### config.mk
export PLATFORM = sky130hd
export DESIGN_NAME = radix_digit_converter
export DESIGN_NICKNAME = d
export VERILOG_FILES = /design/src/sv/rdc_pkg.sv /design/src/sv/rdc_div.sv /design/src/sv/radix_digit_converter.sv
export VERILOG_INCLUDE_DIRS = /design/src /design/src/sv
export SDC_FILE = /design/constraint.sdc
export NUM_CORES = 1
export LEC_CHECK = 0
export BUFFER_PORTS_ARGS = -buffer_cell sky130_fd_sc_hd__buf_2
export CAP_MARGIN = 20
export CORE_AREA = 2 2 136 138
export DETAILED_ROUTE_END_ITERATION = 8
export DIE_AREA = 0 0 138 140
export PLACE_DENSITY_LB_ADDON = 0.08
export SYNTH_ARGS = -nofsm -noshare
export SYNTH_HDL_FRONTEND = slang
export SYNTH_SLANG_ARGS = --single-unit
export TNS_END_PERCENT = 50
### constraint.sdc
create_clock -name clk -period 11.9 [get_ports clk]
set_input_delay 2.38 -clock clk [delete_from_list [all_inputs] [get_ports clk]]
set_output_delay 2.38 -clock clk [all_outputs]
set_load 0.01 [all_outputs]
### src/sv/radix_digit_converter_defines.svh
// Assertion macros for the radix digit converter.
`ifndef RADIX_DIGIT_CONVERTER_DEFINES_SVH
`define RADIX_DIGIT_CONVERTER_DEFINES_SVH

// Same-cycle implication, checked outside reset.
`define RDC_ASSERT_NOW(label, ante, cons) \
  label: assert property (@(posedge clk) disable iff (!rst_n) (ante) |-> (cons)) \
    else $error("radix_digit_converter: same-cycle check failed");

// Next-cycle implication, checked outside reset.
`define RDC_ASSERT_NEXT(label, ante, cons) \
  label: assert property (@(posedge clk) disable iff (!rst_n) (ante) |=> (cons)) \
    else $error("radix_digit_converter: next-cycle check failed");

`endif

### src/sv/rdc_pkg.sv
// Package: widths, microcode format and program, digit table.
`default_nettype none
package rdc_pkg;

  localparam int VALUE_BITS = 31;
  localparam int RADIX_W    = 5;
  localparam int DIGIT_W    = 4;
  localparam int CHAR_W     = 7;
  // Bits of quotient developed per divider cycle.
  localparam int CHUNK      = 8;
  localparam int NCHUNK     = (VALUE_BITS + CHUNK - 1) / CHUNK;
  localparam int PAD_BITS   = NCHUNK * CHUNK;
  localparam int CNT_W      = $clog2(NCHUNK + 1);
  // Digit stack: at most VALUE_BITS digits.
  localparam int SP_W       = $clog2(VALUE_BITS + 1);
  localparam int IDX_W      = $clog2(VALUE_BITS);

  localparam logic [RADIX_W-1:0] RADIX_MIN = RADIX_W'(2);
  localparam logic [RADIX_W-1:0] RADIX_MAX = RADIX_W'(16);

  // Microcode step addresses.
  localparam int UPC_W = 3;
  typedef logic [UPC_W-1:0] upc_t;
  localparam upc_t U_IDLE = 3'd0;
  localparam upc_t U_DIV  = 3'd1;
  localparam upc_t U_PUSH = 3'd2;
  localparam upc_t U_WAIT = 3'd3;
  localparam upc_t U_EMIT = 3'd4;
  localparam upc_t U_BACK = 3'd5;

  // Jump conditions.
  typedef enum logic [2:0] {
    C_NEVER      = 3'd0,
    C_ALWAYS     = 3'd1,
    C_NO_INPUT   = 3'd2,
    C_CHUNK_LEFT = 3'd3,
    C_QUOT_NZ    = 3'd4,
    C_OUT_BUSY   = 3'd5,
    C_MORE       = 3'd6
  } cond_t;

  typedef struct packed {
    logic  take_in;   // input channel ready
    logic  div_step;  // run one divider chunk
    logic  push;      // push remainder, start next division
    logic  emit;      // pop one digit into the output register
    cond_t cond;      // jump when true, else fall through
    upc_t  target;
  } ucw_t;

  // Divider control group.
  typedef struct packed {
    logic load;
    logic step;
    logic next_div;
  } div_ctl_t;

  // Control store.
  function automatic ucw_t ucode_word(input upc_t upc);
    ucw_t w;
    w = '{take_in: 1'b0, div_step: 1'b0, push: 1'b0, emit: 1'b0,
          cond: C_ALWAYS, target: U_IDLE};
    case (upc)
      U_IDLE: begin
        w.take_in = 1'b1;
        w.cond    = C_NO_INPUT;
        w.target  = U_IDLE;
      end
      U_DIV: begin
        w.div_step = 1'b1;
        w.cond     = C_CHUNK_LEFT;
        w.target   = U_DIV;
      end
      U_PUSH: begin
        w.push   = 1'b1;
        w.cond   = C_QUOT_NZ;
        w.target = U_DIV;
      end
      U_WAIT: begin
        w.cond   = C_OUT_BUSY;
        w.target = U_WAIT;
      end
      U_EMIT: begin
        w.emit   = 1'b1;
        w.cond   = C_MORE;
        w.target = U_WAIT;
      end
      U_BACK: begin
        w.cond   = C_ALWAYS;
        w.target = U_IDLE;
      end
      default: begin
        w.cond   = C_ALWAYS;
        w.target = U_IDLE;
      end
    endcase
    return w;
  endfunction

  localparam logic [CHAR_W-1:0] DIGIT_CHARS [16] = '{
    7'h30, 7'h31, 7'h32, 7'h33, 7'h34, 7'h35, 7'h36, 7'h37,
    7'h38, 7'h39, 7'h41, 7'h42, 7'h43, 7'h44, 7'h45, 7'h46
  };

  function automatic logic [CHAR_W-1:0] digit_char(input logic [DIGIT_W-1:0] d);
    return DIGIT_CHARS[d];
  endfunction

endpackage
`default_nettype wire

### src/sv/rdc_div.sv
// Chunked restoring divider: value / radix, CHUNK quotient bits per cycle.
`default_nettype none
module rdc_div import rdc_pkg::*; (
  input  wire logic                  clk,
  input  wire div_ctl_t              ctl,
  input  wire logic [VALUE_BITS-1:0] load_value,
  input  wire logic [RADIX_W-1:0]    load_radix,
  output logic      [PAD_BITS-1:0]   quot,
  output logic      [DIGIT_W-1:0]    rem
);

  logic [PAD_BITS-1:0] q_r, q_nxt;
  logic [DIGIT_W-1:0]  rem_r, rem_nxt;
  logic [RADIX_W-1:0]  radix_r, radix_clamped;

  always_comb begin
    if (load_radix < RADIX_MIN) begin
      radix_clamped = RADIX_MIN;
    end else if (load_radix > RADIX_MAX) begin
      radix_clamped = RADIX_MAX;
    end else begin
      radix_clamped = load_radix;
    end
  end

  // Dividend shifts out at the top, quotient bits shift in at the bottom.
  always_comb begin
    logic [PAD_BITS-1:0] q;
    logic [DIGIT_W-1:0]  r;
    logic [RADIX_W-1:0]  t;
    q = q_r;
    r = rem_r;
    t = '0;
    for (int i = 0; i < CHUNK; i++) begin
      t = {r, q[PAD_BITS-1]};
      q = {q[PAD_BITS-2:0], 1'b0};
      if (t >= radix_r) begin
        t    = t - radix_r;
        q[0] = 1'b1;
      end
      r = t[DIGIT_W-1:0];
    end
    q_nxt   = q;
    rem_nxt = r;
  end

  always_ff @(posedge clk) begin
    if (ctl.load) begin
      q_r     <= PAD_BITS'(load_value);
      rem_r   <= '0;
      radix_r <= radix_clamped;
    end else if (ctl.step) begin
      q_r   <= q_nxt;
      rem_r <= rem_nxt;
    end else if (ctl.next_div) begin
      rem_r <= '0;
    end
  end

  assign quot = q_r;
  assign rem  = rem_r;

endmodule
`default_nettype wire

### src/sv/radix_digit_converter.sv
// Top level: microcoded integer to ASCII digit converter.
//
//   channel  dir  handshake              payload
//   in_      in   in_valid / in_ready    in_value[30:0], in_radix[4:0]
//   out_     out  out_valid / out_ready  out_digit_char[6:0], out_last
//
// One division repeats the divider step over all NCHUNK (4) chunks of the
// dividend, then one push step follows. An item is divided digit by digit until
// the quotient is zero; each digit then passes a wait step and an emit step, and
// a return step leads back to idle. The divider loop develops 8 quotient bits per cycle.
// Reset (rst_n low, synchronous) returns the sequencer to idle and drops
// out_valid. A stalled output holds the sequencer in its wait step; a new
// item is taken while the final digit still sits in the output register.
`default_nettype none
`include "radix_digit_converter_defines.svh"
module radix_digit_converter import rdc_pkg::*; (
  input  wire logic                  clk,
  input  wire logic                  rst_n,
  input  wire logic                  in_valid,
  output logic                       in_ready,
  input  wire logic [VALUE_BITS-1:0] in_value,
  input  wire logic [RADIX_W-1:0]    in_radix,
  output logic                       out_valid,
  input  wire logic                  out_ready,
  output logic      [CHAR_W-1:0]     out_digit_char,
  output logic                       out_last
);

  // Sequencer
  upc_t  upc_r, upc_nxt;
  ucw_t  uw;
  logic  jump;
  logic  accept;

  // Chunk counter within one division
  logic [CNT_W-1:0] cnt_r;

  // Digit stack, least significant digit pushed first
  logic [DIGIT_W-1:0] stk_r [VALUE_BITS];
  logic [SP_W-1:0]    sp_r;
  logic [IDX_W-1:0]   top_idx;

  // Output register
  logic              out_valid_r;
  logic [CHAR_W-1:0] out_char_r;
  logic              out_last_r;

  // Divider
  div_ctl_t            dctl;
  logic [PAD_BITS-1:0] quot;
  logic [DIGIT_W-1:0]  rem;

  assign uw       = ucode_word(upc_r);
  assign in_ready = uw.take_in;
  assign accept   = uw.take_in & in_valid;

  always_comb begin
    case (uw.cond)
      C_NEVER:      jump = 1'b0;
      C_ALWAYS:     jump = 1'b1;
      C_NO_INPUT:   jump = !in_valid;
      C_CHUNK_LEFT: jump = (cnt_r != CNT_W'(NCHUNK - 1));
      C_QUOT_NZ:    jump = (quot != '0);
      C_OUT_BUSY:   jump = out_valid_r & !out_ready;
      C_MORE:       jump = (sp_r != SP_W'(1));
      default:      jump = 1'b0;
    endcase
  end

  assign upc_nxt = jump ? uw.target : upc_r + upc_t'(1);

  always_ff @(posedge clk) begin
    if (!rst_n) begin
      upc_r <= U_IDLE;
    end else begin
      upc_r <= upc_nxt;
    end
  end

  assign dctl = '{load: accept, step: uw.div_step, next_div: uw.push};

  rdc_div u_div (
    .clk        (clk),
    .ctl        (dctl),
    .load_value (in_value),
    .load_radix (in_radix),
    .quot       (quot),
    .rem        (rem)
  );

  always_ff @(posedge clk) begin
    if (!rst_n) begin
      cnt_r <= '0;
    end else if (accept || uw.push) begin
      cnt_r <= '0;
    end else if (uw.div_step) begin
      cnt_r <= cnt_r + CNT_W'(1);
    end
  end

  // Stack pointer counts stored digits; top entry sits at sp - 1.
  assign top_idx = IDX_W'(sp_r - SP_W'(1));

  always_ff @(posedge clk) begin
    if (!rst_n) begin
      sp_r <= '0;
    end else if (accept) begin
      sp_r <= '0;
    end else if (uw.push) begin
      sp_r <= sp_r + SP_W'(1);
    end else if (uw.emit) begin
      sp_r <= sp_r - SP_W'(1);
    end
  end

  always_ff @(posedge clk) begin
    if (uw.push) begin
      stk_r[sp_r[IDX_W-1:0]] <= rem;
    end
  end

  // The wait step guarantees the output register is free at emit.
  always_ff @(posedge clk) begin
    if (!rst_n) begin
      out_valid_r <= 1'b0;
    end else if (uw.emit) begin
      out_valid_r <= 1'b1;
    end else if (out_ready) begin
      out_valid_r <= 1'b0;
    end
  end

  always_ff @(posedge clk) begin
    if (uw.emit) begin
      out_char_r <= digit_char(stk_r[top_idx]);
      out_last_r <= (sp_r == SP_W'(1));
    end
  end

  assign out_valid      = out_valid_r;
  assign out_digit_char = out_char_r;
  assign out_last       = out_last_r;

  // A fresh item always starts with an empty stack and a cleared counter.
  `RDC_ASSERT_NEXT(a_new_item_empty, accept, (sp_r == '0) && (cnt_r == '0))
  // Never pop an empty stack, never overwrite a waiting digit.
  `RDC_ASSERT_NOW(a_emit_safe, uw.emit, (sp_r != '0) && !out_valid_r)
  // Push never runs past the deepest digit count.
  `RDC_ASSERT_NOW(a_push_bound, uw.push, sp_r < SP_W'(VALUE_BITS))

endmodule
`default_nettype wire
==> run summary, run 1 <==
======================================================================================================
Maximum clock rate                                                                            89.3 MHz
Unique cell type count in the Yosys netlist                                                         58
All-Layer GR Usage                                                                               0.223
Critical path endpoint category                                                              flip-flop
Post-DP HPWL                                                                                 14,600 um
Layout filler cell count                                                                         1,407
Clock Skews                                                                                  0.0104 ns
TritonCTS clock tree                                                                               yes
Main area contributors after synthesis                                                    edfxtp_1 52%, mux4_2 8.2%, ha_1 7.1%
Async set-reset flop share out of synthesis                                                          0
DRC marker count from the first detailed-route iteration                                           345
Top fanout value on the critical path                                                               10
Die area                                                                                   19,300 um^2
Number of buffers created by CTS                                                                    17
Fraction of final layout cells with drive strength greater than 1                                0.189
Number of cells in the design after placement                                                    1,033
Met2 WL                                                                                      10,800 um
Fin. max-slew vios                                                                                   0
Area growth from synthesis to layout                                                             11.4%
Setup-failing EPs final                                                                              0
Fraction of synthesized cell area taken by the top area cell type                                0.520
TritonCTS Sinks                                                                                    184
Worst-margin pin slew                                                                         0.936 ns
GR Overflow Total                                                                                    0
Total of max-cap violations                                                                          0
Most frequent cell on the critical path                                                         a21o_1
Via density                                                                                       5.86
Slew HR                                                                                          0.376
Max stage delay cell, worst path                                                              edfxtp_1
Worst Path Required                                                                           12.22 ns
Floorplan die width                                                                             138 um
Post-route DRC violation count                                                                       0
Total of hold buffers inserted after clock tree synthesis                                            0
Initial standard-cell utilization of the core                                                    0.542
Unrepaired setup endpoints after global routing                                                  false
Number of ports placed on the die boundary                                                          50
Routed wl met3                                                                                  796 um
Data arrival time of the critical path                                                        11.52 ns
Final worst path period share                                                                    0.941
Portion of the post-synthesis area used by sequential elements                                   0.555
Via count                                                                                        6,236
Pre-CTS setup slack                                                                           0.290 ns
Clk buf depth                                                                                        2
Run status                                                                                finished clean
Core area                                                                                  17,800 um^2
Buffer type at the clock tree root                                                           clkbuf_16
Number of standard-cell rows in the floorplan                                                       49
Synthesis warning total                                                                              0
Highest signal layer in the routed design                                                         met4
Clock transition at the register clock pins on the worst setup and hold paths after CTS        0.07 ns
Worst Setup Start Kind                                                                       flip-flop
Clock latency on the worst-skew pair                                                           0.43 ns
Syn Std Cell Area                                                                            9640 um^2
Number of antenna violations at the first check in global routing                                    0
Aggregate routed wire length                                                                 20,900 um
Number of hold-slack violations in the final timing report                                           0
Per-cell routed wire length                                                                    19.6 um
First-pass GRT wire length                                                                   33,600 um
DIE HEIGHT                                                                                      140 um
Crit-path max cell delay                                                                       0.54 ns
Number of diodes                                                                                     0
Synthesized area divided by synthesized cell count                                           12.5 um^2
Non-filler cells, final                                                                          1,064
Post-Syn Instances                                                                                 770
Most used flip-flop cell after synthesis                                                      edfxtp_1
ANT nets after route                                                                                 0
Minimum clock period after layout                                                             11.20 ns
Hold slack                                                                                    0.482 ns
HP Class                                                                                    reg -> reg
Htree depth                                                                                          4
Number of flip-flops and latches in the synthesized netlist                                        184
Net count reported at finish                                                                       926
Gpl congestion                                                                                   0.850
EDFF count, synth                                                                                  167
Worst-case setup margin in the final layout                                                   0.703 ns
IO buf count                                                                                        49
Synth Net Count                                                                                    873
Vias in the first global route                                                                   6,504
Detailed-routing iteration count for the pre-antenna-repair pass                                     5
Largest net degree at the start of global routing                                                   43
Routed metal-1 wirelength                                                                      8590 um
Library cell with the largest summed area after synthesis                                     edfxtp_1
Setup TNS after final layout                                                                      0 ns
WS Path Type                                                                                reg -> reg
======================================================================================================
-- worst paths after layout --
kind / start / to / slack [ns] / cells past startpoint
worst max-delay path: u_div.radix_r[0] / u_div.rem[2] / 0.70 / 49
worst min-delay path: cnt_r[1] / cnt_r[1] / 0.48 / 2
worst max register to register: u_div.radix_r[0] / u_div.rem[2] / 0.70 / 49
worst min register to register: cnt_r[1] / cnt_r[1] / 0.48 / 2
-- routing by layer --
layer,up-vias,global-route usage
met2,191,0.389
met3,46,0.0390
met5,-,0
met1,3062,0.277
met4,0,0.0956
li1,2937,-
-- what timing repair did --
item | in CTS | in global routing
setup endpoints to repair | 0 | 5
hold endpoints to repair | 0 | 0
resized for setup | 0 | 6
buffers inserted | 0 | 0
-- layout by cell type (no fill, tap or decap), types with 15 or more instances in the layout --
cell / n
a21o_1: 24
a21oi_1: 46
buf_2: 49
clkbuf_16: 17
dfxtp_1: 16
edfxtp_1: 167
ha_1: 54
inv_1: 49
mux2i_1: 15
mux4_2: 35
nand2_1: 107
nor2_1: 72
xnor2_1: 15
-- synth_stat cells (all sizes together) (6+ instances only) --
cell type  number
xor2            6
ha             55
fa              8
buf             8
xnor2          15
dfxtp          17
nand2b         10
inv            50
mux2           11
mux2i          17
clkbuf         20
nand2         107
a21o           24
a21oi          46
nor3           10
nor2           72
o21ai          14
o31ai           6
mux4           35
nor2b           7
edfxtp        167
nor4            9
-- metrics by stage --
| stage | util | instance area [um^2] |
|---|---|---|
| floorplan | - | 9640 |
| CTS | 0.603 | 10700 |
| global route | 0.604 | 10700 |
| global placement | 0.571 | 10100 |
| detailed placement | 0.571 | 10100 |
| finish | 0.604 | 10700 |
-- cell type report --
class / instances / area (um^2) / area share
sequential: 184 / 5360 / 0.499
multi-input combinational: 508 / 3990 / 0.372
tap: 229 / 287 / 0.0267
inverter: 50 / 188 / 0.0175
clock inverter: 13 / 143 / 0.0133
clock buffer: 18 / 429 / 0.0400
timing repair buffer: 62 / 343 / 0.0319
-- critical path: cells and delay by family (launching register included) --
family / cells / cell delay, ns
and+or+nand+nor: 4 / 0.70
adders and majority gates: 8 / 2.29
AOI/OAI and AO/OA: 25 / 5.00
DFF: 1 / 0.54
buffers and inverters: 6 / 0.38
muxes: 6 / 2.16
-- flip-flops by register name (all words and copies together), names as in the netlist --
register        cells
stk_r             124
u_div.quot         32
out_digit_char      6
sp_r                5
u_div.radix_r       5
u_div.rem           4
cnt_r               3
upc_r               3
out_last            1
out_valid           1
-- kinds of logic after synthesis --
logic type	Yosys count	share of synthesized area
buffers and inverters	78	0.0328
flip-flops	184	0.555
AND/OR/NAND/NOR	244	0.114
XOR/XNOR	21	0.0199
multiplexers	63	0.114
AO/OA/AOI/OAI	117	0.0763
adder cells (fa/ha/maj)	63	0.0880
Power of run 1 is not shown: default switching activity piles up to over one toggle a cycle in this logic, so the estimate is an artifact.
==> run 2, diff against run 1 <==
CORE_AREA = 2 2 147 149   (was 2 2 136 138)
DIE_AREA = 0 0 149 151   (was 0 0 138 140)
clock period = 14.55 ns   (was 11.9 ns; I/O delays follow)
==> run 2 against run 1 <==
  * Register-to-register slack better by 1.6 ns
  * Maximum frequency down 8.5%
  * Critical path depth down 1
  * Die area up 16%
  * Clock skew up 0.0059 ns
  * First-iteration DRC count down 7.0%
==> run summary, run 2 (synthesis gave the netlist of run 1 again) <==
======================================================================================================
Critical path endpoint category                                                              flip-flop   unchanged
Die area                                                                                   22,500 um^2   was 19,300 um^2
Number of ports placed on the die boundary                                                          50   unchanged
Number of hold-slack violations in the final timing report                                           0   unchanged
First-pass GRT wire length                                                                   33,700 um   was 33,600 um
Critical Path Source                                                                      u_div.radix_r[1]   was u_div.radix_r[0]
GR Overflow Total                                                                                    0   unchanged
Leading cell type in the layout, fill and taps excluded                                       edfxtp_1   unchanged
TritonCTS clock tree                                                                               yes   unchanged
Area of all placed cells without fillers                                                   10,800 um^2   was 10,700 um^2
Initial standard-cell utilization of the core                                                    0.463   was 0.542
Worst-margin pin slew                                                                         0.844 ns   was 0.936 ns
Unrepaired setup endpoints after global routing                                                  false   unchanged
IO buf count                                                                                        49   unchanged
TritonCTS Sinks                                                                                    184   unchanged
Crit-path max cell delay                                                                       0.70 ns   was 0.54 ns
Minimum clock period after layout                                                             12.23 ns   was 11.20 ns
Worst reg2reg path depth                                                                            48   was 49
Number of cells in the design after placement                                                    1,076   was 1,033
Maximum clock rate                                                                            81.8 MHz   was 89.3 MHz
Fraction of final layout cells with drive strength greater than 1                                0.182   was 0.189
HP Class                                                                                    reg -> reg   unchanged
Detailed-routing iteration count for the pre-antenna-repair pass                                     5   unchanged
Top fanout value on the critical path                                                               10   unchanged
Total of hold buffers inserted after clock tree synthesis                                            0   unchanged
Clock transition at the register clock pins on the worst setup and hold paths after CTS        0.07 ns   about the same
WS Path Type                                                                                reg -> reg   unchanged
Cell depth of the worst min-delay path                                                               2   unchanged
Aggregate routed wire length                                                                 21,200 um   was 20,900 um
Max reg flops                                                                                      124   unchanged
Net count reported at finish                                                                       923   was 926
Most frequent cells in the layout                                                         167 x edfxtp_1, 107 x nand2_1, 72 x nor2_1   unchanged
Via count                                                                                        6,129   was 6,236
Via density                                                                                       5.53   was 5.86
Clk buf depth                                                                                        2   unchanged
Placed standard-cell area                                                                  10,200 um^2   was 10,100 um^2
Non-filler cells, final                                                                          1,108   was 1,064
Number of antenna violations at the first check in global routing                                    0   unchanged
Setup TNS after final layout                                                                      0 ns   unchanged
Run status                                                                                finished clean   unchanged
Per-cell routed wire length                                                                    19.2 um   was 19.6 um
Final worst path period share                                                                    0.841   was 0.941
Clock Skews                                                                                  0.0163 ns   was 0.0104 ns
Number of buffers created by CTS                                                                    17   unchanged
Buffer type at the clock tree root                                                           clkbuf_16   unchanged
DIE HEIGHT                                                                                      151 um   was 140 um
Total of max-cap violations                                                                          0   unchanged
Fin. max-slew vios                                                                                   0   unchanged
Clock latency on the worst-skew pair                                                           0.43 ns   about the same
Gpl congestion                                                                                   0.793   was 0.850
Post-cts gate resize count                                                                           0   unchanged
ANT nets after route                                                                                 0   unchanged
Layout filler cell count                                                                         1,803   was 1,407
Area growth from synthesis to layout                                                             11.8%   was 11.4%
Setup-failing EPs final                                                                              0   unchanged
Post-DP HPWL                                                                                 14,900 um   was 14,600 um
Floorplan die width                                                                             149 um   was 138 um
Post-route DRC violation count                                                                       0   unchanged
DRC marker count from the first detailed-route iteration                                           321   was 345
Cell depth of the worst setup path                                                                  48   was 49
Number of diodes                                                                                     0   unchanged
Data arrival time of the critical path                                                        12.56 ns   was 11.52 ns
Most frequent cell on the critical path                                                         a21o_1   unchanged
Slew HR                                                                                          0.435   was 0.376
Htree depth                                                                                          4   unchanged
Worst Path Required                                                                           14.88 ns   was 12.22 ns
Vias in the first global route                                                                   6,259   was 6,504
Start point of the worst hold path                                                            cnt_r[1]   unchanged
Sequential cell area                                                                         5360 um^2   unchanged
Area used by multi-input combinational logic                                                 3970 um^2   was 3990 um^2
Number of standard-cell rows in the floorplan                                                       53   was 49
Cell type group with the largest total delay on the critical path                         compound AO/OA/AOI/OAI gates   unchanged
Max stage delay cell, worst path                                                              edfxtp_1   unchanged
All-Layer GR Usage                                                                               0.198   was 0.223
Worst reg2reg startpoint                                                                  u_div.radix_r[1]   was u_div.radix_r[0]
Largest net degree at the start of global routing                                                   43   unchanged
Core Util, Final                                                                                 0.518   was 0.604
Worst Setup Start Kind                                                                       flip-flop   unchanged
CP Buf/Inv Count                                                                                     6   unchanged
Core area                                                                                  20,800 um^2   was 17,800 um^2
Postcts setup bufs                                                                                   0   unchanged
======================================================================================================
## run 2: per-layer routing
metal  up-vias  GRT usage  share of wire
met2       154      0.363           0.53
met3        23     0.0310          0.036
met1      3027      0.240           0.41
met5         -          0              0
met4         0     0.0629          0.017
li1       2925          -              -
## run 2: area by class of cell
class	instances	share of cell area
flip-flops and latches	184	0.497
multi-input cells	508	0.368
clock buffers	17	0.0395
well taps	275	0.0319
repair buffers	59	0.0297
inverters	50	0.0174
clock inverters	15	0.0162
## run 2: worst register-to-register path: cells and delay by family, from the launching register on
kind | cells | cell delay (ns)
AOI/OAI and AO/OA | 25 | 5.60
DFF | 1 | 0.70
adders and majority gates | 8 | 2.12
buffers and inverters | 6 | 0.70
and+or+nand+nor | 4 | 0.96
muxes | 5 | 2.05
## run 2: path summary, 6_finish.rpt
| kind | endpoint | slack, ns |
|---|---|---|
| worst max-delay path | u_div.rem[0] | 2.32 |
| worst min-delay path | cnt_r[1] | 0.48 |
| worst max register to register | u_div.rem[0] | 2.32 |
| worst min register to register | cnt_r[1] | 0.48 |
## run 2: stage by stage
stage | worst slack, ns | hold WS (ns)
final | 2.32 | 0.484
after global routing | 1.30 | 0.530
after CTS | 2.27 | 0.488
after detailed placement | 2.37 | 0.477
after global placement | 2.82 | 0.446
after floorplan | 3.86 | 0.440
Power of run 2 is left out for the same reason.
